--- src/rtl/core/fvhd_pkg.sv ---
package fvhd_pkg;

  localparam int FTR_WORDS = 64;
  localparam int IDX_W     = 6;
  localparam int SUM_W     = 17;
  localparam int SECT_W    = 28;
  localparam int DIV_STEPS = 28;
  localparam int CNT_W     = 5;
  localparam int LANES     = 4;
  localparam int RECIP_W   = 29;
  localparam int PROD_W    = SECT_W + RECIP_W;

  localparam logic [63:0] COOKIE_WORD      = 64'h636F_6E65_6374_6978;
  localparam logic [31:0] CREATOR_APP_TAG  = 32'h7670_686E;
  localparam logic [31:0] CREATOR_HOST_TAG = 32'h5769_326B;
  localparam logic [31:0] FEATURES_VAL     = 32'h0000_0002;
  localparam logic [31:0] VERSION_VAL      = 32'h0001_0000;
  localparam logic [63:0] DATA_OFFSET_VAL  = 64'hFFFF_FFFF_FFFF_FFFF;
  localparam logic [31:0] DISK_TYPE_FIXED  = 32'h0000_0002;
  localparam logic [62:0] EPOCH_2000       = 63'd946684800;
  localparam logic [31:0] STAMP_MAX        = 32'hFFFF_FFFF;
  localparam logic [63:0] SIZE_LIMIT       = 64'h7FFF_FFFF_FFFF_FDFF;
  localparam logic [SECT_W-1:0] MAX_SECTORS = 28'd267382800;
  localparam logic [SECT_W-1:0] BIG_SECTORS = 28'd66059280;

  // Sector-per-track candidates, one per reciprocal lane.
  localparam logic [7:0] SPT_A = 8'd17;
  localparam logic [7:0] SPT_B = 8'd31;
  localparam logic [7:0] SPT_C = 8'd63;
  localparam logic [7:0] SPT_D = 8'd255;

  // Rounded-up reciprocals of the candidates; the product shifted right gives the
  // exact quotient for every sector count below 2^28.
  localparam logic [RECIP_W-1:0] RECIP_A = 29'd505290271;
  localparam logic [RECIP_W-1:0] RECIP_B = 29'd277094665;
  localparam logic [RECIP_W-1:0] RECIP_C = 29'd272696337;
  localparam logic [RECIP_W-1:0] RECIP_D = 29'd269488145;
  localparam int RSH_A = 33;
  localparam int RSH_B = 33;
  localparam int RSH_C = 34;
  localparam int RSH_D = 36;

  typedef enum logic [1:0] {
    ST_OK    = 2'd0,
    ST_EMPTY = 2'd1,
    ST_ALIGN = 2'd2,
    ST_LARGE = 2'd3
  } status_t;

  typedef enum logic [2:0] {
    FR_IDLE,
    FR_PREP,
    FR_DIV1,
    FR_SEL,
    FR_DIV2,
    FR_SUM
  } front_state_t;

  typedef struct packed {
    status_t     status;
    logic [63:0] size;
    logic [31:0] stamp;
    logic [31:0] chs;
    logic [63:0] uid_hi;
    logic [63:0] uid_lo;
    logic [31:0] chk;
  } fvhd_entry_t;

  function automatic logic [SUM_W-1:0] byte_sum64(input logic [63:0] w);
    logic [SUM_W-1:0] s;
    s = '0;
    for (int i = 0; i < 8; i++) begin
      s = s + SUM_W'(w[8*i +: 8]);
    end
    return s;
  endfunction

  // Byte sum of every footer field that never changes.
  localparam logic [SUM_W-1:0] FIXED_SUM =
      byte_sum64(COOKIE_WORD) + byte_sum64({FEATURES_VAL, VERSION_VAL}) +
      byte_sum64(DATA_OFFSET_VAL) + byte_sum64({32'h0, CREATOR_APP_TAG}) +
      byte_sum64({VERSION_VAL, CREATOR_HOST_TAG}) + byte_sum64({32'h0, DISK_TYPE_FIXED});

endpackage

--- src/rtl/core/fvhd_fifo.sv ---
module fvhd_fifo
  import fvhd_pkg::*;
(
  input  logic        clk,
  input  logic        rst_n,
  input  logic        push,
  input  fvhd_entry_t push_data,
  output logic        full,
  input  logic        pop,
  output logic        head_valid,
  output fvhd_entry_t head
);

  fvhd_entry_t mem_r [2];
  logic        wptr_r, wptr_nxt;
  logic        rptr_r, rptr_nxt;
  logic [1:0]  count_r, count_nxt;

  assign full       = count_r == 2'd2;
  assign head_valid = count_r != 2'd0;
  assign head       = mem_r[rptr_r];

  always_comb begin
    wptr_nxt  = wptr_r ^ push;
    rptr_nxt  = rptr_r ^ pop;
    count_nxt = count_r + 2'(push) - 2'(pop);
  end

  always_ff @(posedge clk) begin
    if (!rst_n) begin
      wptr_r  <= 1'b0;
      rptr_r  <= 1'b0;
      count_r <= 2'd0;
    end else begin
      wptr_r  <= wptr_nxt;
      rptr_r  <= rptr_nxt;
      count_r <= count_nxt;
    end
  end

  always_ff @(posedge clk) begin
    if (push) begin
      mem_r[wptr_r] <= push_data;
    end
  end

  a_no_overflow: assert property (@(posedge clk) disable iff (!rst_n)
      push |-> !full || pop)
    else $error("queue written while full");

  a_no_underflow: assert property (@(posedge clk) disable iff (!rst_n)
      pop |-> head_valid)
    else $error("queue read while empty");

endmodule

--- config.mk ---
export PLATFORM = sky130hd
export DESIGN_NAME = fvhd_fifo
export DESIGN_NICKNAME = d
export VERILOG_FILES = /design/src/rtl/core/fvhd_pkg.sv /design/src/rtl/core/fvhd_fifo.sv
export SDC_FILE = /design/constraint.sdc
export NUM_CORES = 1
export LEC_CHECK = 0
export BUFFER_PORTS_ARGS = -buffer_cell sky130_fd_sc_hd__buf_2
export CAP_MARGIN = 10
export CORE_AREA = 2 2 226 228
export CTS_BUF_LIST = sky130_fd_sc_hd__clkbuf_16
export DETAILED_ROUTE_END_ITERATION = 6
export DIE_AREA = 0 0 228 230
export PLACE_DENSITY = 0.68
export SLEW_MARGIN = 20
export SYNTH_ARGS = -nofsm -noshare
export SYNTH_HDL_FRONTEND = slang
export SYNTH_SLANG_ARGS = --single-unit
--- constraint.sdc ---
create_clock -name clk -period 9.1 [get_ports clk]
set_clock_uncertainty 0.2 [all_clocks]
set_input_delay 0.455 -clock clk [delete_from_list [all_inputs] [get_ports clk]]
set_output_delay 0.455 -clock clk [all_outputs]
set_load 0.02 [all_outputs]
==> reports/results.tsv <==
stage	metric	value	unit
timing	tightest_slew	1.13	ns
global_routing	gr-total-overflow	0	
layout	regArea	0.0175	mm²
floorplan	std_cell_rows	82	
setup_path	worstSetupStartpointType	register	
placement	port_buffers	585	
routing	top_layer	met4	
timing	relSlewSlack	24.9	%
logic_synthesis	yosys.area_share.simple	0.203	%
layout	fill_cells	3581	
clocking	clock_sinks	585	
min_path	hold_path.class	in -> reg	
routing	vias	12200	
routing	drtIter0Drc	699	
timing	fmax	0.248	GHz
clocking	clockRootBuffer	clkbuf_16	
logic_synthesis	synth_compound_area_share	0	%
clocking	clock_path_buffers	3	
routing	first_pass_iters	5	
global_routing	grt_max_degree	166	
floorplan	ios	586	
floorplan	die_w	228	µm
setup_path	critPathRequiredTime	8.45	ns
timing	post-route-period-util	44.4	%
routing	routed_wl	51600	µm
setup_path	worstPathArrival	3.38	ns
global_routing	track_usage	19.3	%
setup_path	worst-path-max-fanout	79	
layout	syn2layout_area_growth	39.3	%
timing	rsz0062_at_grt	false	
logic_synthesis	synth_top_family_by_area	multiplexers	
flow_run	drv_cap	0	
placement	gp_congestion	0.810	
clocking	numCtsBuffers	58	
logic_synthesis	syn_nets	1221	
clocking	cts_tree	done	
routing	post-route-drc-count	0	
logic_synthesis	avgSynthCellArea	23.3	µm²
layout	utilization	60.1	%
timing	hold_viol_final	0	
floorplan	start_util	43.2	%
timing	worst_slack	5.06	ns
layout	final_cell_mix	buf_2 (585), edfxtp_1 (580), dlygate4sd3_1 (294)	
global_routing	grt_pass1_wl	77100	µm
logic_synthesis	synthMuxAreaShare	16.9	%
run_status	status	finished, final reports clean	
placement	dp_slack	5.74	ns
placement	dp_hpwl	33000	µm
logic_synthesis	synthCells	923	
timing	finalSetupViolCount	0	
placement	dpl_cell_area	0.0252	mm²
timing	fin_crit	4.04	ns
routing	wl_met1	18800	µm
power	leakagePower	11.5	nW
routing	viasPerCell	4.76	
global_routing	grt_antenna_before_repair	3	
layout	final_common_cell	buf_2	
logic_synthesis	synth_xor_area_share	0.145	%
timing	slew_violations	0	
layout	multi_input_area	0.00379	mm²
routing	ant_nets	0	
floorplan	die_h	230	µm
routing	wl_per_cell	20.2	µm
power	power_density	214	mW/mm²
timing	tns	0	ns
clocking	clk_pin_slew	0.06	ns
routing	met2WireLength	27100	µm
global_routing	grt_pass1_vias	13300	
logic_synthesis	synth_cell_types	14	
layout	layout-drive-gt1-share	51.4	%
logic_synthesis	yosys_register_bits	585	
floorplan	fp.coreArea	0.0499	mm²
power	finalPower	6.42	mW
clocking	clk_latency	0.60	ns
setup_path	critPathCaptureType	primary output	
logic_synthesis	yosys_warnings	0	
layout	final_nets	2135	
power	max-vdd-ir-drop	0.190	mV
setup_path	setup.worst_path.class	reg -> out	
floorplan	die_area	0.0524	mm²
logic_synthesis	seq_area_frac_synth	81.4	%
logic_synthesis	syn_area	0.0215	mm²
layout	stdcell_area	0.0300	mm²
clocking	htreeDepth	2	
logic_synthesis	synth_adder_area_share	0.233	%
routing	wl_met3	3790	µm
## sequential cells by signal (all words and copies together) (netlist names), named ones only
| name | flops |
|---|---|
| count_r | 2 |
| mem_r | 580 |
| wptr_r | 1 |
| rptr_r | 1 |
## cells in the mapped netlist
cell,number,area (µm²)
ha_1,4,50.1
nor2b_1,3,18.8
xnor3_1,1,22.5
edfxtp_1,580,17400
inv_1,3,11.3
buf_4,1,7.51
buf_6,11,124
mux2_4,100,1500
buf_2,20,100
dfxtp_1,5,100
xor2_1,1,8.76
or2_2,1,6.26
and2_1,3,18.8
mux2_2,190,2140
## cells by family (layout without fill, tap and decap cells)
| logic type | after synthesis | in the layout |
|---|---|---|
| adders and majority gates | 4 | 4 |
| muxes | 290 | 290 |
| other | 0 | 3 |
| DFF | 585 | 585 |
| xor gates and xnor gates | 2 | 2 |
| buffers and inverters | 35 | 995 |
| and+or+nand+nor | 7 | 7 |
## metrics by stage
stage,cells,hold WS [ns]
2_1_floorplan,923,0.321
3_3_place_gp,2155,0.355
3_5_place_dp,2155,0.362
4_1_cts,2555,0.338
5_1_grt,2557,0.355
6_report,2558,0.381
## final cells by class
type	count	area share [%]
well taps	672	2.80
flip-flops and latches	585	58.4
inverters	3	0.0375
clock buffers	61	5.09
clock inverters	45	1.11
repair buffers	886	19.9
diodes	3	0.0250
multi-input cells	303	12.6
## routing by layer
layer | track usage, % | vias to the layer above
met3 | 5.67 | 113
li1 | - | 5532
met1 | 21.1 | 6016
met2 | 34.8 | 508
met5 | 0 | -
met4 | 7.99 | 0
## power by group
| part | total (mW) | switching (mW) | internal [mW] |
|---|---|---|---|
| Combinational | 0.916 | 0.505 | 0.411 |
| Sequential | 3.20 | 0.0443 | 3.15 |
| Clock | 2.31 | 0.967 | 1.34 |
| Total | 6.42 | 1.52 | 4.91 |
## worst max-delay path, stage by stage, from the launching register on
cell,delay (ns)
dfxtp_4,0.35
buf_4,0.77
buf_4,0.88
mux2_2,0.43
buf_2,0.16
## final timing paths
check	from	to	slack, ns	depth (start not counted)
worst max-delay path	register	head[157]	5.06	4
worst min-delay path	push_data[45]	mem_r[0][45]	0.38	2
worst min register to register	rptr_r	rptr_r	0.38	2
worst max register to register	wptr_r	mem_r[1][263]	6.37	2
## timing repair
item | 4_1_cts | 5_1_grt
buffers inserted | 0 | 0
hold buffers | 294 | 0
resized for setup | 0 | 0
endpoints found under the hold margin | 585 | 0
(Power assumes the default switching activity.)
