<file path="src/rtl/core/fvhd_pkg.sv">
package fvhd_pkg;

  localparam int FTR_WORDS = 64;
  localparam int IDX_W     = 6;
  localparam int SUM_W     = 17;
  localparam int SECT_W    = 28;
  localparam int DIV_STEPS = 28;
  localparam int CNT_W     = 5;
  localparam int LANES     = 4;
  localparam int RECIP_W   = 29;
  localparam int PROD_W    = SECT_W + RECIP_W;

  localparam logic [63:0] COOKIE_WORD      = 64'h636F_6E65_6374_6978;
  localparam logic [31:0] CREATOR_APP_TAG  = 32'h7670_686E;
  localparam logic [31:0] CREATOR_HOST_TAG = 32'h5769_326B;
  localparam logic [31:0] FEATURES_VAL     = 32'h0000_0002;
  localparam logic [31:0] VERSION_VAL      = 32'h0001_0000;
  localparam logic [63:0] DATA_OFFSET_VAL  = 64'hFFFF_FFFF_FFFF_FFFF;
  localparam logic [31:0] DISK_TYPE_FIXED  = 32'h0000_0002;
  localparam logic [62:0] EPOCH_2000       = 63'd946684800;
  localparam logic [31:0] STAMP_MAX        = 32'hFFFF_FFFF;
  localparam logic [63:0] SIZE_LIMIT       = 64'h7FFF_FFFF_FFFF_FDFF;
  localparam logic [SECT_W-1:0] MAX_SECTORS = 28'd267382800;
  localparam logic [SECT_W-1:0] BIG_SECTORS = 28'd66059280;

  // Sector-per-track candidates, one per reciprocal lane.
  localparam logic [7:0] SPT_A = 8'd17;
  localparam logic [7:0] SPT_B = 8'd31;
  localparam logic [7:0] SPT_C = 8'd63;
  localparam logic [7:0] SPT_D = 8'd255;

  // Rounded-up reciprocals of the candidates; the product shifted right gives the
  // exact quotient for every sector count below 2^28.
  localparam logic [RECIP_W-1:0] RECIP_A = 29'd505290271;
  localparam logic [RECIP_W-1:0] RECIP_B = 29'd277094665;
  localparam logic [RECIP_W-1:0] RECIP_C = 29'd272696337;
  localparam logic [RECIP_W-1:0] RECIP_D = 29'd269488145;
  localparam int RSH_A = 33;
  localparam int RSH_B = 33;
  localparam int RSH_C = 34;
  localparam int RSH_D = 36;

  typedef enum logic [1:0] {
    ST_OK    = 2'd0,
    ST_EMPTY = 2'd1,
    ST_ALIGN = 2'd2,
    ST_LARGE = 2'd3
  } status_t;

  typedef enum logic [2:0] {
    FR_IDLE,
    FR_PREP,
    FR_DIV1,
    FR_SEL,
    FR_DIV2,
    FR_SUM
  } front_state_t;

  typedef struct packed {
    status_t     status;
    logic [63:0] size;
    logic [31:0] stamp;
    logic [31:0] chs;
    logic [63:0] uid_hi;
    logic [63:0] uid_lo;
    logic [31:0] chk;
  } fvhd_entry_t;

  function automatic logic [SUM_W-1:0] byte_sum64(input logic [63:0] w);
    logic [SUM_W-1:0] s;
    s = '0;
    for (int i = 0; i < 8; i++) begin
      s = s + SUM_W'(w[8*i +: 8]);
    end
    return s;
  endfunction

  // Byte sum of every footer field that never changes.
  localparam logic [SUM_W-1:0] FIXED_SUM =
      byte_sum64(COOKIE_WORD) + byte_sum64({FEATURES_VAL, VERSION_VAL}) +
      byte_sum64(DATA_OFFSET_VAL) + byte_sum64({32'h0, CREATOR_APP_TAG}) +
      byte_sum64({VERSION_VAL, CREATOR_HOST_TAG}) + byte_sum64({32'h0, DISK_TYPE_FIXED});

endpackage

</file>
<file path="src/rtl/core/fvhd_back.sv">
module fvhd_back
  import fvhd_pkg::*;
(
  input  logic              clk,
  input  logic              rst_n,
  input  logic              head_valid,
  input  fvhd_entry_t       head,
  output logic              pop,
  output logic              out_strobe,
  output logic [63:0]       out_footer_word,
  output logic [IDX_W-1:0]  out_word_index,
  output logic              out_last,
  output logic [1:0]        out_status,
  output logic [31:0]       out_checksum
);

  fvhd_entry_t       cur_r, cur_nxt;
  logic              active_r, active_nxt;
  logic [IDX_W-1:0]  idx_r, idx_nxt;
  logic              strobe_r, strobe_nxt;
  logic [63:0]       word_r, word_nxt;
  logic [IDX_W-1:0]  oidx_r, oidx_nxt;
  logic              last_r, last_nxt;
  status_t           status_r, status_nxt;
  logic [31:0]       chk_r, chk_nxt;
  logic              is_err;
  logic              is_last;
  logic [63:0]       word_c;

  assign is_err  = cur_r.status != ST_OK;
  assign is_last = active_r && (is_err || idx_r == IDX_W'(FTR_WORDS - 1));
  assign pop     = head_valid && (!active_r || is_last);

  always_comb begin
    case (idx_r)
      6'd0:    word_c = COOKIE_WORD;
      6'd1:    word_c = {FEATURES_VAL, VERSION_VAL};
      6'd2:    word_c = DATA_OFFSET_VAL;
      6'd3:    word_c = {cur_r.stamp, CREATOR_APP_TAG};
      6'd4:    word_c = {VERSION_VAL, CREATOR_HOST_TAG};
      6'd5:    word_c = cur_r.size;
      6'd6:    word_c = cur_r.size;
      6'd7:    word_c = {cur_r.chs, DISK_TYPE_FIXED};
      6'd8:    word_c = {cur_r.chk, cur_r.uid_hi[63:32]};
      6'd9:    word_c = {cur_r.uid_hi[31:0], cur_r.uid_lo[63:32]};
      6'd10:   word_c = {cur_r.uid_lo[31:0], 32'h0};
      default: word_c = 64'h0;
    endcase
  end

  always_comb begin
    cur_nxt    = cur_r;
    active_nxt = active_r;
    idx_nxt    = idx_r;
    strobe_nxt = active_r;
    word_nxt   = is_err ? 64'h0 : word_c;
    oidx_nxt   = idx_r;
    last_nxt   = is_last;
    status_nxt = cur_r.status;
    chk_nxt    = is_err ? 32'h0 : cur_r.chk;

    if (active_r) begin
      idx_nxt = idx_r + 1'b1;
    end
    // The next footer starts right behind the final beat of this one.
    if (pop) begin
      cur_nxt    = head;
      active_nxt = 1'b1;
      idx_nxt    = '0;
    end else if (is_last) begin
      active_nxt = 1'b0;
    end
  end

  always_ff @(posedge clk) begin
    if (!rst_n) begin
      active_r <= 1'b0;
      strobe_r <= 1'b0;
    end else begin
      active_r <= active_nxt;
      strobe_r <= strobe_nxt;
    end
  end

  always_ff @(posedge clk) begin
    cur_r    <= cur_nxt;
    idx_r    <= idx_nxt;
    word_r   <= word_nxt;
    oidx_r   <= oidx_nxt;
    last_r   <= last_nxt;
    status_r <= status_nxt;
    chk_r    <= chk_nxt;
  end

  assign out_strobe      = strobe_r;
  assign out_footer_word = word_r;
  assign out_word_index  = oidx_r;
  assign out_last        = last_r;
  assign out_status      = status_r;
  assign out_checksum    = chk_r;

  a_last_place: assert property (@(posedge clk) disable iff (!rst_n)
      out_strobe && out_last |->
        (out_word_index == IDX_W'(FTR_WORDS - 1)) || (out_status != ST_OK))
    else $error("last beat at the wrong word");

  a_err_single: assert property (@(posedge clk) disable iff (!rst_n)
      out_strobe && (out_status != ST_OK) |->
        out_last && (out_word_index == '0) && (out_footer_word == 64'h0))
    else $error("error result is not a single zero beat");

  a_index_steps: assert property (@(posedge clk) disable iff (!rst_n)
      out_strobe && !out_last |=>
        out_strobe && (out_word_index == IDX_W'($past(out_word_index) + 1'b1)))
    else $error("footer beats not contiguous");

  a_chk_steady: assert property (@(posedge clk) disable iff (!rst_n)
      out_strobe && !out_last |=> $stable(out_checksum))
    else $error("checksum changed within a footer");

endmodule

</file>
<file path="config.mk">
export PLATFORM = sky130hd
export DESIGN_NAME = fvhd_back
export DESIGN_NICKNAME = d
export VERILOG_FILES = /design/src/rtl/core/fvhd_pkg.sv /design/src/rtl/core/fvhd_back.sv
export SDC_FILE = /design/constraint.sdc
export NUM_CORES = 1
export LEC_CHECK = 0
export BUFFER_PORTS_ARGS = -buffer_cell sky130_fd_sc_hd__buf_2
export CAP_MARGIN = 10
export CORE_UTILIZATION = 34
export DETAILED_ROUTE_END_ITERATION = 6
export PLACE_DENSITY = 0.53
export SYNTH_ARGS = -nofsm -noshare
export SYNTH_HDL_FRONTEND = slang
export SYNTH_SLANG_ARGS = --single-unit
</file>
<file path="constraint.sdc">
create_clock -name clk -period 10.7 [get_ports clk]
set_input_delay 0.535 -clock clk [delete_from_list [all_inputs] [get_ports clk]]
set_output_delay 0.535 -clock clk [all_outputs]
set_load 0.005 [all_outputs]
</file>
==> out/results.ini <==
[power]
comb_power_share_pct=6.7
sw_frac_of_total_pct=21.50
netSwitchingPower_w=0.0007579
power.leakage_nw=6.965
cellPowerDensity_nw_per_um2=199.7
power_frac_seq_pct=51.1
p_int_w=0.002767
ir_drop_mv=0.1391
power.share.clock_pct=42.1

[floorplan]
die_area_um2=41130
io_pins=400
die_y_um=202.8
rows=73
core_um2=39730
die_w_um=202.8
start_util_pct=34.51

[detailed_routing]
drtAntennaViolNets=0
drc=0
wl_per_cell_um=21.98
routed_wl_um=38880
vias_per_cell=4.894
firstDrtPassIters=6
drtIter0Drc=565
num_vias=8657

[synth]
synth_cells=802
synth_top_area_cell=edfxtp_1
synth_top_area_share_pct=63.52
synth_cell_types=39
syn_avg_cell_area_um2=17.10
async_reset_ff_share_pct=0
syn_area_um2=13710
synthTopCellsByArea=edfxtp_1 64%, dfxtp_1 16%, a22o_1 4.1%, a22oi_1 2.9%, and2_1 1.7%
yosys_warnings=0
synthesis.nets=1099
yosys_register_bits=403
seq_area_frac_synth_pct=80.01
synth_flop_cell=edfxtp_1
synth_edf_count=290

[timing]
worst_pin_slew_ps=1033
slew_viol_final=0
hold_violations=0
rsz0062_at_grt=false
max_slew_margin_pct=31.14
setup_tns_ps=0
clock_skew_ps=16.87
fin_crit_sh_pct=40.64
finalSetupViolCount=0
max_freq_ghz=0.2300
fin_crit_ps=4348

[placed_design]
finalWeightedCongestion=0.7684
port_buffers=399
dp_hpwl_um=25200
place_area_um2=16230
dp_cells=1684

[grt]
antenna_found_initial=8
grt_first_pass_wirelength_um=56150
grt_util_met3_pct=6.003
met2_usage_pct=30.17
grtUsageMet1_pct=23.49
grt_pass1_vias=8905
grt_max_degree=79
grt.overflow.total=0
top_usage_layer=met2
track_usage_pct=18.76

[status]
status=complete, no violations

[setup_path]
cp-end-kind=output port
arrival_ps=3810
worst_setup_path_start_kind=flop
cp_max_fo=78
criticalPathCategory=flop to output port
worstPathRequired_ps=10170

[hold_path]
worstHoldPathType=input port to flop

[cts]
insertion_delay_ps=560
clock_path_buffers=3
cts_tree=done
numCtsBuffers=43
holdBufCountCts=0
clk_pin_slew_ps=60
ctsHtreeMaxLevel=2
cts_root_buffer=clkbuf_16
postCtsResizedCells=0
cts_setup_buffers=0
cts.sinks=403

[layout]
syn_to_final_growth_pct=28.77
stdcell_area_um2=17660
fin_cells=1769
layout.nets=1501
nFillCells=3637
layout-drive-gt1-share_pct=39.53

[run]
maxCapViolations=0

## metal layers
layer	vias up	part of all wire, %
li1	4006	-
met1	4231	41
met2	360	47
met3	58	8.8
met4	2	2.5
met5	-	0.028
## cell usage after synthesis (2+ instances only)
master / n
a31oi_1: 19
a222oi_1: 22
buf_4: 5
edfxtp_1: 290
ha_1: 4
o21a_1: 5
clkbuf_1: 30
xor2_1: 3
a22o_1: 64
a21oi_1: 41
o21ai_0: 9
nor2_1: 9
nor2b_1: 2
buf_6: 5
xnor2_1: 2
nand4_1: 2
a221oi_1: 19
dfxtp_1: 113
a22oi_1: 53
and2_1: 38
o21ai_1: 5
buf_2: 17
a32oi_1: 2
nor4b_4: 2
nand2_1: 23
inv_1: 5
## final cells by class
cell class,count,area [um^2],share of cell area [%]
Clock buffer,60,1222,6.924
Clock inverter,18,188.9,1.070
Inverter,5,18.77,0.1063
Multi-Input combinational cell,336,2464,13.95
Tap cell,525,656.9,3.720
Antenna cell,7,17.52,0.09921
Timing Repair Buffer,415,2117,11.99
Sequential cell,403,10970,62.14
## logic make-up (layout without fill, tap and decap cells)
logic type               Yosys count  count (layout)  share of synthesized area [%]
multiplexers                       1               1                        0.07301
AND/OR/NAND/NOR                   84              84                          3.605
adder cells (fa/ha/maj)            4               4                         0.3650
AO/OA/AOI/OAI                    242             242                          13.33
flip-flops                       403             403                          80.01
other                              0               7                              0
XOR/XNOR                           5               5                         0.3195
buffers and inverters             63             498                          2.291
## worst paths after layout
| path | cells after the start | start | endpoint | slack, ps |
|---|---|---|---|---|
| max | 5 | idx_r[2]$_SDFFE_PP0P_ | pop | 6350 |
| min | 1 | head[208] | cur_r[208]$_DFFE_PP_ | 150 |
| max reg2reg | 7 | idx_r[0]$_SDFFE_PP0P_ | out_footer_word[31]$_SDFF_PP0_ | 7130 |
| min reg2reg | 0 | status_nxt[1]$_DFFE_PP_ | out_status[1]$_DFF_P_ | 430 |
## power groups by stage
stage | Combinational, W | Clock [W] | Sequential, W
floorplan | 0.000107 | 0 | 0.00185
global placement | 0.000240 | 0 | 0.00184
detailed placement | 0.000241 | 0 | 0.00184
CTS | 0.000243 | 0.00152 | 0.00180
global route | 0.000260 | 0.00158 | 0.00181
finish | 0.000237 | 0.00149 | 0.00180
## sequential cells by signal, summed over array words and instances, names as in the netlist
register and cells:
status_nxt 2, out_footer_word 64, out_last 1, active_r 1
out_word_index 6, cur_r 288, out_checksum 32, out_strobe 1
out_status 2, idx_r 6
## layout by cell type, fill, tap and decap left out, types with 11 or more instances in the layout
master / synthesis / routed
buf_2: 17 / 399
edfxtp_1: 290 / 290
dfxtp_1: 113 / 113
a22o_1: 64 / 64
a22oi_1: 53 / 53
clkbuf_16: 0 / 45
a21oi_1: 41 / 41
and2_1: 38 / 36
nand2_1: 23 / 23
a222oi_1: 22 / 22
a221oi_1: 19 / 19
a31oi_1: 19 / 19
buf_4: 5 / 16
clkbuf_1: 30 / 11
## worst max-delay path, cell delays in order, from the launching register on
cell and delay [ps]:
dfxtp_1 660, nand3_1 180, o21ai_0 370, o21a_4 870
buf_4 860, buf_2 250
## metrics by stage
step	setup WS [ps]	total power [W]	util (%)	hold WS, ps
floorplan	2273	0.001955	-	325.8
global placement	6947	0.002075	40.84	413.7
detailed placement	6878	0.002078	40.84	415.7
CTS	6259	0.003571	44.39	103.5
global route	5985	0.003655	44.41	117.5
finish	6352	0.003525	44.44	147.4
Power figures use the tool's default switching activity.
