## src/rtl/core/fvhd_pkg.sv

```systemverilog
package fvhd_pkg;

  localparam int FTR_WORDS = 64;
  localparam int IDX_W     = 6;
  localparam int SUM_W     = 17;
  localparam int SECT_W    = 28;
  localparam int DIV_STEPS = 28;
  localparam int CNT_W     = 5;
  localparam int LANES     = 4;
  localparam int RECIP_W   = 29;
  localparam int PROD_W    = SECT_W + RECIP_W;

  localparam logic [63:0] COOKIE_WORD      = 64'h636F_6E65_6374_6978;
  localparam logic [31:0] CREATOR_APP_TAG  = 32'h7670_686E;
  localparam logic [31:0] CREATOR_HOST_TAG = 32'h5769_326B;
  localparam logic [31:0] FEATURES_VAL     = 32'h0000_0002;
  localparam logic [31:0] VERSION_VAL      = 32'h0001_0000;
  localparam logic [63:0] DATA_OFFSET_VAL  = 64'hFFFF_FFFF_FFFF_FFFF;
  localparam logic [31:0] DISK_TYPE_FIXED  = 32'h0000_0002;
  localparam logic [62:0] EPOCH_2000       = 63'd946684800;
  localparam logic [31:0] STAMP_MAX        = 32'hFFFF_FFFF;
  localparam logic [63:0] SIZE_LIMIT       = 64'h7FFF_FFFF_FFFF_FDFF;
  localparam logic [SECT_W-1:0] MAX_SECTORS = 28'd267382800;
  localparam logic [SECT_W-1:0] BIG_SECTORS = 28'd66059280;

  // Sector-per-track candidates, one per reciprocal lane.
  localparam logic [7:0] SPT_A = 8'd17;
  localparam logic [7:0] SPT_B = 8'd31;
  localparam logic [7:0] SPT_C = 8'd63;
  localparam logic [7:0] SPT_D = 8'd255;

  // Rounded-up reciprocals of the candidates; the product shifted right gives the
  // exact quotient for every sector count below 2^28.
  localparam logic [RECIP_W-1:0] RECIP_A = 29'd505290271;
  localparam logic [RECIP_W-1:0] RECIP_B = 29'd277094665;
  localparam logic [RECIP_W-1:0] RECIP_C = 29'd272696337;
  localparam logic [RECIP_W-1:0] RECIP_D = 29'd269488145;
  localparam int RSH_A = 33;
  localparam int RSH_B = 33;
  localparam int RSH_C = 34;
  localparam int RSH_D = 36;

  typedef enum logic [1:0] {
    ST_OK    = 2'd0,
    ST_EMPTY = 2'd1,
    ST_ALIGN = 2'd2,
    ST_LARGE = 2'd3
  } status_t;

  typedef enum logic [2:0] {
    FR_IDLE,
    FR_PREP,
    FR_DIV1,
    FR_SEL,
    FR_DIV2,
    FR_SUM
  } front_state_t;

  typedef struct packed {
    status_t     status;
    logic [63:0] size;
    logic [31:0] stamp;
    logic [31:0] chs;
    logic [63:0] uid_hi;
    logic [63:0] uid_lo;
    logic [31:0] chk;
  } fvhd_entry_t;

  function automatic logic [SUM_W-1:0] byte_sum64(input logic [63:0] w);
    logic [SUM_W-1:0] s;
    s = '0;
    for (int i = 0; i < 8; i++) begin
      s = s + SUM_W'(w[8*i +: 8]);
    end
    return s;
  endfunction

  // Byte sum of every footer field that never changes.
  localparam logic [SUM_W-1:0] FIXED_SUM =
      byte_sum64(COOKIE_WORD) + byte_sum64({FEATURES_VAL, VERSION_VAL}) +
      byte_sum64(DATA_OFFSET_VAL) + byte_sum64({32'h0, CREATOR_APP_TAG}) +
      byte_sum64({VERSION_VAL, CREATOR_HOST_TAG}) + byte_sum64({32'h0, DISK_TYPE_FIXED});

endpackage

```

## src/rtl/core/fvhd_front.sv

```systemverilog
module fvhd_front
  import fvhd_pkg::*;
(
  input  logic        clk,
  input  logic        rst_n,
  input  logic        start,
  output logic        busy,
  input  logic [63:0] in_raw_size,
  input  logic [62:0] in_unix_time,
  input  logic [63:0] in_uid_high,
  input  logic [63:0] in_uid_low,
  input  logic        q_full,
  output logic        q_push,
  output fvhd_entry_t q_data
);

  front_state_t state_r, state_nxt;

  logic [63:0]        size_r, size_nxt;
  logic [62:0]        time_r, time_nxt;
  logic [63:0]        uh_r, uh_nxt;
  logic [63:0]        ul_r, ul_nxt;
  logic [31:0]        stamp_r, stamp_nxt;
  logic [SUM_W-1:0]   sum_a_r, sum_a_nxt;
  logic [SECT_W-1:0]  sect_r, sect_nxt;
  logic [SECT_W-1:0]  dvd_r, dvd_nxt;
  logic [CNT_W-1:0]   cnt_r, cnt_nxt;
  logic [7:0]         spt_r, spt_nxt;
  logic [4:0]         hd_r, hd_nxt;
  logic [4:0]         rem_r, rem_nxt;
  logic [SECT_W-1:0]  cyl_r, cyl_nxt;
  logic [SECT_W-1:0]  quo_r [LANES];
  logic [SECT_W-1:0]  quo_nxt [LANES];
  logic [SECT_W-1:0]  quo_c [LANES];
  logic [PROD_W-1:0]  prod_c [LANES];
  logic [5:0]         trial;
  logic               ge;
  logic [4:0]         rem_step;
  logic [SECT_W-1:0]  cyl_step;

  status_t            status_c;
  logic [62:0]        delta_c;
  logic [31:0]        stamp_c;
  logic [SECT_W-1:0]  sect_c;

  logic [18:0]        hd0, hd0c, hd_a;
  logic               c1, c2, big;
  logic [SECT_W-1:0]  cth_a, cth_f;
  logic [4:0]         hd_f;
  logic [7:0]         spt_f;
  logic [31:0]        chs_c;
  logic [SUM_W-1:0]   sum_c;

  // Size checks, in priority order.
  always_comb begin
    if (size_r == 64'd0) begin
      status_c = ST_EMPTY;
    end else if (size_r[8:0] != 9'd0) begin
      status_c = ST_ALIGN;
    end else if (size_r > SIZE_LIMIT) begin
      status_c = ST_LARGE;
    end else begin
      status_c = ST_OK;
    end
  end

  assign delta_c = time_r - EPOCH_2000;
  assign stamp_c = (time_r <= EPOCH_2000) ? 32'd0 :
                   (delta_c > 63'(STAMP_MAX)) ? STAMP_MAX : delta_c[31:0];
  assign sect_c  = (size_r[63:9] > 55'(MAX_SECTORS)) ? MAX_SECTORS : size_r[36:9];

  // Sector count over each track size by reciprocal multiplication.
  always_comb begin
    prod_c[0] = PROD_W'(sect_r) * PROD_W'(RECIP_A);
    prod_c[1] = PROD_W'(sect_r) * PROD_W'(RECIP_B);
    prod_c[2] = PROD_W'(sect_r) * PROD_W'(RECIP_C);
    prod_c[3] = PROD_W'(sect_r) * PROD_W'(RECIP_D);
    quo_c[0]  = SECT_W'(prod_c[0] >> RSH_A);
    quo_c[1]  = SECT_W'(prod_c[1] >> RSH_B);
    quo_c[2]  = SECT_W'(prod_c[2] >> RSH_C);
    quo_c[3]  = SECT_W'(prod_c[3] >> RSH_D);
  end

  // Restoring division of the cylinder-head count by the head count,
  // one quotient bit per cycle.
  always_comb begin
    trial    = {rem_r, dvd_r[SECT_W-1]};
    ge       = trial >= {1'b0, hd_r};
    rem_step = ge ? 5'(trial - {1'b0, hd_r}) : trial[4:0];
    cyl_step = {cyl_r[SECT_W-2:0], ge};
  end

  // Geometry choice from the four quotients of the sector count.
  assign big   = sect_r >= BIG_SECTORS;
  assign hd0   = 19'((29'(quo_r[0]) + 29'd1023) >> 10);
  assign hd0c  = (hd0 < 19'd4) ? 19'd4 : hd0;
  assign c1    = ({1'b0, quo_r[0]} >= {hd0c, 10'b0}) || (hd0c > 19'd16);
  assign cth_a = c1 ? quo_r[1] : quo_r[0];
  assign hd_a  = c1 ? 19'd16 : hd0c;
  assign c2    = {1'b0, cth_a} >= {hd_a, 10'b0};

  always_comb begin
    if (big) begin
      cth_f = quo_r[3];
      hd_f  = 5'd16;
      spt_f = SPT_D;
    end else if (c2) begin
      cth_f = quo_r[2];
      hd_f  = 5'd16;
      spt_f = SPT_C;
    end else begin
      cth_f = cth_a;
      hd_f  = hd_a[4:0];
      spt_f = c1 ? SPT_B : SPT_A;
    end
  end

  assign chs_c = {cyl_r[15:0], 3'b000, hd_r, spt_r};
  assign sum_c = sum_a_r + byte_sum64({stamp_r, 32'h0}) + byte_sum64({chs_c, 32'h0});

  always_comb begin
    state_nxt = state_r;
    size_nxt  = size_r;
    time_nxt  = time_r;
    uh_nxt    = uh_r;
    ul_nxt    = ul_r;
    stamp_nxt = stamp_r;
    sum_a_nxt = sum_a_r;
    sect_nxt  = sect_r;
    dvd_nxt   = dvd_r;
    cnt_nxt   = cnt_r;
    spt_nxt   = spt_r;
    hd_nxt    = hd_r;
    rem_nxt   = rem_r;
    cyl_nxt   = cyl_r;
    quo_nxt   = quo_r;
    busy      = 1'b1;
    q_push    = 1'b0;
    q_data        = '0;
    q_data.status = status_c;

    unique case (state_r)
      FR_IDLE: begin
        busy = 1'b0;
        if (start) begin
          size_nxt  = in_raw_size;
          time_nxt  = in_unix_time;
          uh_nxt    = in_uid_high;
          ul_nxt    = in_uid_low;
          state_nxt = FR_PREP;
        end
      end
      FR_PREP: begin
        stamp_nxt  = stamp_c;
        sum_a_nxt  = FIXED_SUM + (byte_sum64(size_r) << 1) + byte_sum64(uh_r) +
                     byte_sum64(ul_r);
        sect_nxt   = sect_c;
        if (status_c != ST_OK) begin
          // A bad size goes straight to the queue as a single error beat.
          if (!q_full) begin
            q_push    = 1'b1;
            state_nxt = FR_IDLE;
          end
        end else begin
          state_nxt = FR_DIV1;
        end
      end
      FR_DIV1: begin
        quo_nxt   = quo_c;
        state_nxt = FR_SEL;
      end
      FR_SEL: begin
        spt_nxt   = spt_f;
        hd_nxt    = hd_f;
        dvd_nxt   = cth_f;
        rem_nxt   = '0;
        cyl_nxt   = '0;
        cnt_nxt   = '0;
        state_nxt = FR_DIV2;
      end
      FR_DIV2: begin
        dvd_nxt = dvd_r << 1;
        rem_nxt = rem_step;
        cyl_nxt = cyl_step;
        cnt_nxt = cnt_r + 1'b1;
        if (cnt_r == CNT_W'(DIV_STEPS - 1)) begin
          state_nxt = FR_SUM;
        end
      end
      FR_SUM: begin
        q_data.size   = size_r;
        q_data.stamp  = stamp_r;
        q_data.chs    = chs_c;
        q_data.uid_hi = uh_r;
        q_data.uid_lo = ul_r;
        q_data.chk    = ~{{(32 - SUM_W){1'b0}}, sum_c};
        if (!q_full) begin
          q_push    = 1'b1;
          state_nxt = FR_IDLE;
        end
      end
      default: state_nxt = FR_IDLE;
    endcase
  end

  always_ff @(posedge clk) begin
    if (!rst_n) begin
      state_r <= FR_IDLE;
    end else begin
      state_r <= state_nxt;
    end
  end

  always_ff @(posedge clk) begin
    size_r  <= size_nxt;
    time_r  <= time_nxt;
    uh_r    <= uh_nxt;
    ul_r    <= ul_nxt;
    stamp_r <= stamp_nxt;
    sum_a_r <= sum_a_nxt;
    sect_r  <= sect_nxt;
    dvd_r   <= dvd_nxt;
    cnt_r   <= cnt_nxt;
    spt_r   <= spt_nxt;
    hd_r    <= hd_nxt;
    rem_r   <= rem_nxt;
    cyl_r   <= cyl_nxt;
    quo_r   <= quo_nxt;
  end

endmodule

```

## config.mk

```make
export PLATFORM = sky130hd
export DESIGN_NAME = fvhd_front
export DESIGN_NICKNAME = d
export VERILOG_FILES = /design/src/rtl/core/fvhd_pkg.sv /design/src/rtl/core/fvhd_front.sv
export SDC_FILE = /design/constraint.sdc
export NUM_CORES = 2
export LEC_CHECK = 0
export BUFFER_PORTS_ARGS = -buffer_cell sky130_fd_sc_hd__buf_2
export CAP_MARGIN = 20
export CORE_ASPECT_RATIO = 0.8
export CORE_MARGIN = 2
export CORE_UTILIZATION = 29
export CTS_BUF_LIST = sky130_fd_sc_hd__clkbuf_4 sky130_fd_sc_hd__clkbuf_8
export CTS_CLUSTER_SIZE = 30
export DETAILED_ROUTE_END_ITERATION = 12
export GPL_ROUTABILITY_DRIVEN = 0
export HOLD_SLACK_MARGIN = 0.05
export RECOVER_POWER = 25
export SETUP_SLACK_MARGIN = 0.2
export SYNTH_ARGS = -nofsm -noshare
export SYNTH_HDL_FRONTEND = slang
export SYNTH_SLANG_ARGS = --single-unit
```

## constraint.sdc

```tcl
create_clock -name clk -period 16.9 [get_ports clk]
set_clock_uncertainty 0.15 [all_clocks]
set_input_delay 0 -clock clk [delete_from_list [all_inputs] [get_ports clk]]
set_output_delay 0 -clock clk [all_outputs]
set_load 0.05 [all_outputs]
```

==> out/qor.yml <==
status:
  outcome: "finished, violations left"
  failed_checks: "max-capacitance violations, max-slew violations"
logic_synthesis:
  syn_area_per_cell_sq_um: 11.10
  yosysWarnings: 0
  synth_edf_count: 485
  synth-compound-area-share_pct: 7.163
  synth_simple_gate_area_share_pct: 8.825
  synth-xor-area-share_pct: 2.435
  syn_inst: 4701
  syn_area_sq_um: 52160
  synth_top_family_by_area: "adder cells"
  netlist-cell-type-count: 85
  synth-adder-area-share_pct: 44.62
  ys_async_sr_fraction_pct: 0
  muxShareOfSynthArea_pct: 0.7652
  synth_seq_area_share_pct: 28.04
  synth-seq-cells: 488
  synth-main-ff-cell: "edfxtp_1"
finish:
  nets: 7544
  drive_gt1_share_pct: 12.95
  areaGrowthSynthToFinish_pct: 23.87
  finalInstanceArea_sq_um: 64610
sta:
  rsz0062_at_grt: "false"
  setup_viol: 0
  maxSlewViolCount: 159
  worstMarginPinSlew_ns: 3.339
  slew_headroom_pct: -122.9
  finalHoldViolations: 0
  fin_tns_setup_ns: 0
  min_period_over_period_pct: 49.64
  fmax_mhz: 119.2
  min_period_ns: 8.390
global_route:
  grt_start_max_net_pins: 103
  gr-usage-all-layers_pct: 18.97
  overflow: 0
  antenna_found_initial: 20
  grt_pass1_vias: 41600
  grt_pass1_wl_um: 261700
clock_tree:
  postCtsSetupBuffers: 0
  htreeDepth: 3
  clock_latency_ns: 0.75
  numCtsBuffers: 80
  cts_buffer_depth: 3
  clkTransAtPathRegs_ns: 0.07
  numClockSinks: 488
  cts-root-buf: "clkbuf_8"
  cts_resized: 0
  tritoncts: "yes"
die:
  initial_utilization_pct: 29.12
  die_h_um: 383.3
  die_x_um: 478.2
  num_rows: 139
  core_sq_um: 179100
  io_pins: 551
  die_area_sq_um: 183300
placed_design:
  io_buffers: 547
  place_hpwl_um: 141400
  placed_area_sq_um: 57830
detailed_routing:
  ant_nets: 0
  route.detailed.drc: 0
  wl_um: 176100
  drt_iter0_drc: 3648
  wl_per_cell_um: 21.29
  first_pass_iters: 5
  route.vias.total: 39910
  via_per_inst: 4.825
min_path:
  hp-class: "primary input to register"
  worstHoldPathCells: 3
power_and_ir_drop:
  power.leakage_uw: 0.03129
  vdd_drop_max_mv: 1.123
  cellPowerDensity_nw_per_um2: 230.7
setup_path:
  path_class: "register to register"
  worstPathMaxFanout: 3
  crit_top_cell: "fa_1"
  ff2ff_path_depth: 29
  crit_path_end_kind: "register"
  cp_slowest_cell: "fa_1"
  arrival_ns: 8.72
  start_kind: "register"
  required_ns: 17.23
  cp_slowest_stage_delay_ns: 0.55
run:
  cap_violations: 3
cells in the mapped netlist (all sizes together) (4+ instances only):
| cell | count | area share [%] |
|---|---|---|
| and4 | 16 | 0.27 |
| or4 | 12 | 0.20 |
| a21oi | 185 | 1.8 |
| mux2 | 15 | 0.32 |
| edfxtp | 485 | 28 |
| a31o | 5 | 0.084 |
| clkbuf | 80 | 0.59 |
| a211oi | 27 | 0.39 |
| buf | 27 | 0.40 |
| a21boi | 8 | 0.12 |
| nor2b | 20 | 0.24 |
| nand3 | 70 | 0.67 |
| mux2i | 23 | 0.44 |
| a211o | 5 | 0.084 |
| inv | 990 | 7.1 |
| xor2 | 55 | 0.92 |
| a311oi | 6 | 0.10 |
| a41o | 6 | 0.12 |
| a21o | 69 | 0.99 |
| or2 | 20 | 0.24 |
| o41ai | 8 | 0.13 |
| o31ai | 7 | 0.11 |
| o2111ai | 7 | 0.12 |
| nand4 | 40 | 0.48 |
| nand2b | 18 | 0.22 |
| o32ai | 4 | 0.067 |
| nor4 | 31 | 0.41 |
| ha | 857 | 21 |
| and3 | 212 | 2.5 |
| nand2 | 96 | 0.69 |
| a31oi | 12 | 0.14 |
| nor2 | 239 | 1.7 |
| fa | 627 | 24 |
| and2 | 30 | 0.36 |
| xnor2 | 90 | 1.5 |
| o21bai | 18 | 0.26 |
| a2111oi | 6 | 0.15 |
| or3 | 13 | 0.16 |
| a41oi | 5 | 0.084 |
| nor3 | 48 | 0.46 |
| o211ai | 19 | 0.27 |
| o21a | 40 | 0.58 |
| o21ai | 103 | 0.99 |
metrics by stage:
stage          util, %  worst slack (ns)  power [uW]  hold slack (ns)  instances
6_report         36.07             8.510       14910           0.3350       8271
3_5_place_dp     32.28             8.484       13500          0.02810       7598
3_3_place_gp     32.28             8.685       13330          0.02631       7597
2_1_floorplan        -             4.232       10750         -0.05113       4711
5_1_grt          36.06             8.199       16530           0.3305       8266
4_1_cts          36.06             8.479       14800          0.05633       8256
worst paths after layout:
path	start	to	slack, ns
worst min-delay path	in_uid_high[21]	uh_r[21]	0.34
worst min register to register	dvd_r[17]	dvd_r[18]	0.38
worst max register to register	size_r[26]	sum_a_r[13]	8.51
worst max-delay path	size_r[26]	sum_a_r[13]	8.51
critical path, delay by kind of cell (launching register included):
family,cells,cell delay [ns]
flip-flops,1,0.38
buffers and inverters,8,0.50
AO/OA/AOI/OAI,5,1.10
AND/OR/NAND/NOR,3,0.33
XOR/XNOR,1,0.12
adder cells (fa/ha/maj),12,5.51
where the power goes:
part           internal, uW  leakage [uW]  switching, uW
sequential             1980       0.00447           72.7
clock                   565      0.000834            548
combinational          5060        0.0260           6680
final cells by class:
cell class | instances | area (sq um)
Fill cell | 17500 | 114500
Antenna cell | 13 | 32.53
Inverter | 991 | 3720
Sequential cell | 488 | 14620
Tap cell | 2397 | 2999
Clock buffer | 98 | 1236
Clock inverter | 44 | 360.3
Multi-Input combinational cell | 3124 | 33360
Timing Repair Buffer | 1116 | 8283
state kept, by name, indices dropped and copies added (netlist names):
name	flops
quo_r	92
size_r	64
uh_r	64
ul_r	64
time_r	63
stamp_r	32
dvd_r	28
sect_r	28
cyl_r	16
sum_a_r	16
cnt_r	5
hd_r	5
rem_r	5
spt_r	3
state_r	3
routing by layer:
metal / wire length (um) / GRT usage, % / vias up
li1: - / - / 18070
met4: 9159 / 8.640 / 14
met5: 84 / 0 / -
met3: 13970 / 4.375 / 368
met1: 76020 / 25.50 / 19900
met2: 76890 / 28.99 / 1559
cells in the final DEF (no fill, tap or decap), types with 13 or more instances in the layout:
| cell type | synthesis | layout |
|---|---|---|
| buf_2 | 0 | 523 |
| a21o_1 | 69 | 69 |
| nand3_1 | 70 | 70 |
| clkinv_1 | 1 | 24 |
| nor2_1 | 239 | 237 |
| nor4_1 | 29 | 29 |
| o21a_1 | 40 | 40 |
| buf_4 | 22 | 48 |
| dlygate4sd3_1 | 0 | 517 |
| a211oi_1 | 27 | 27 |
| edfxtp_1 | 485 | 485 |
| and3_1 | 212 | 212 |
| or2_2 | 20 | 20 |
| clkbuf_1 | 79 | 26 |
| nand2_1 | 96 | 95 |
| inv_1 | 990 | 990 |
| nor2b_1 | 20 | 19 |
| o21bai_1 | 18 | 18 |
| nor3_1 | 48 | 48 |
| ha_1 | 857 | 857 |
| and2_1 | 30 | 30 |
| clkbuf_4 | 0 | 18 |
| nand4_1 | 40 | 40 |
| clkbuf_8 | 1 | 80 |
| fa_1 | 627 | 627 |
| xnor2_1 | 90 | 90 |
| o211ai_1 | 19 | 19 |
| a21oi_1 | 175 | 175 |
| diode_2 | 0 | 13 |
| and4_1 | 16 | 16 |
| mux2_2 | 15 | 15 |
| o21ai_0 | 103 | 103 |
| mux2i_1 | 23 | 23 |
| xor2_1 | 55 | 55 |
| nand2b_1 | 18 | 18 |
what timing repair did:
| action | 4_1_cts | 5_1_grt |
|---|---|---|
| endpoints found under the setup margin | 0 | 0 |
| hold buffers | 516 | 1 |
| hold endpoints to repair | 366 | 1 |
cell families (layout without fill, tap and decap cells):
family	Yosys count	after routing
compound gates	570	570
xor+xnor	145	145
fa+ha+maj	1484	1484
buf+inv	1099	2249
flops	488	488
mux	38	38
other cells	2	25
simple gates	875	875
No activity file was read; power rests on OpenSTA's default activity.
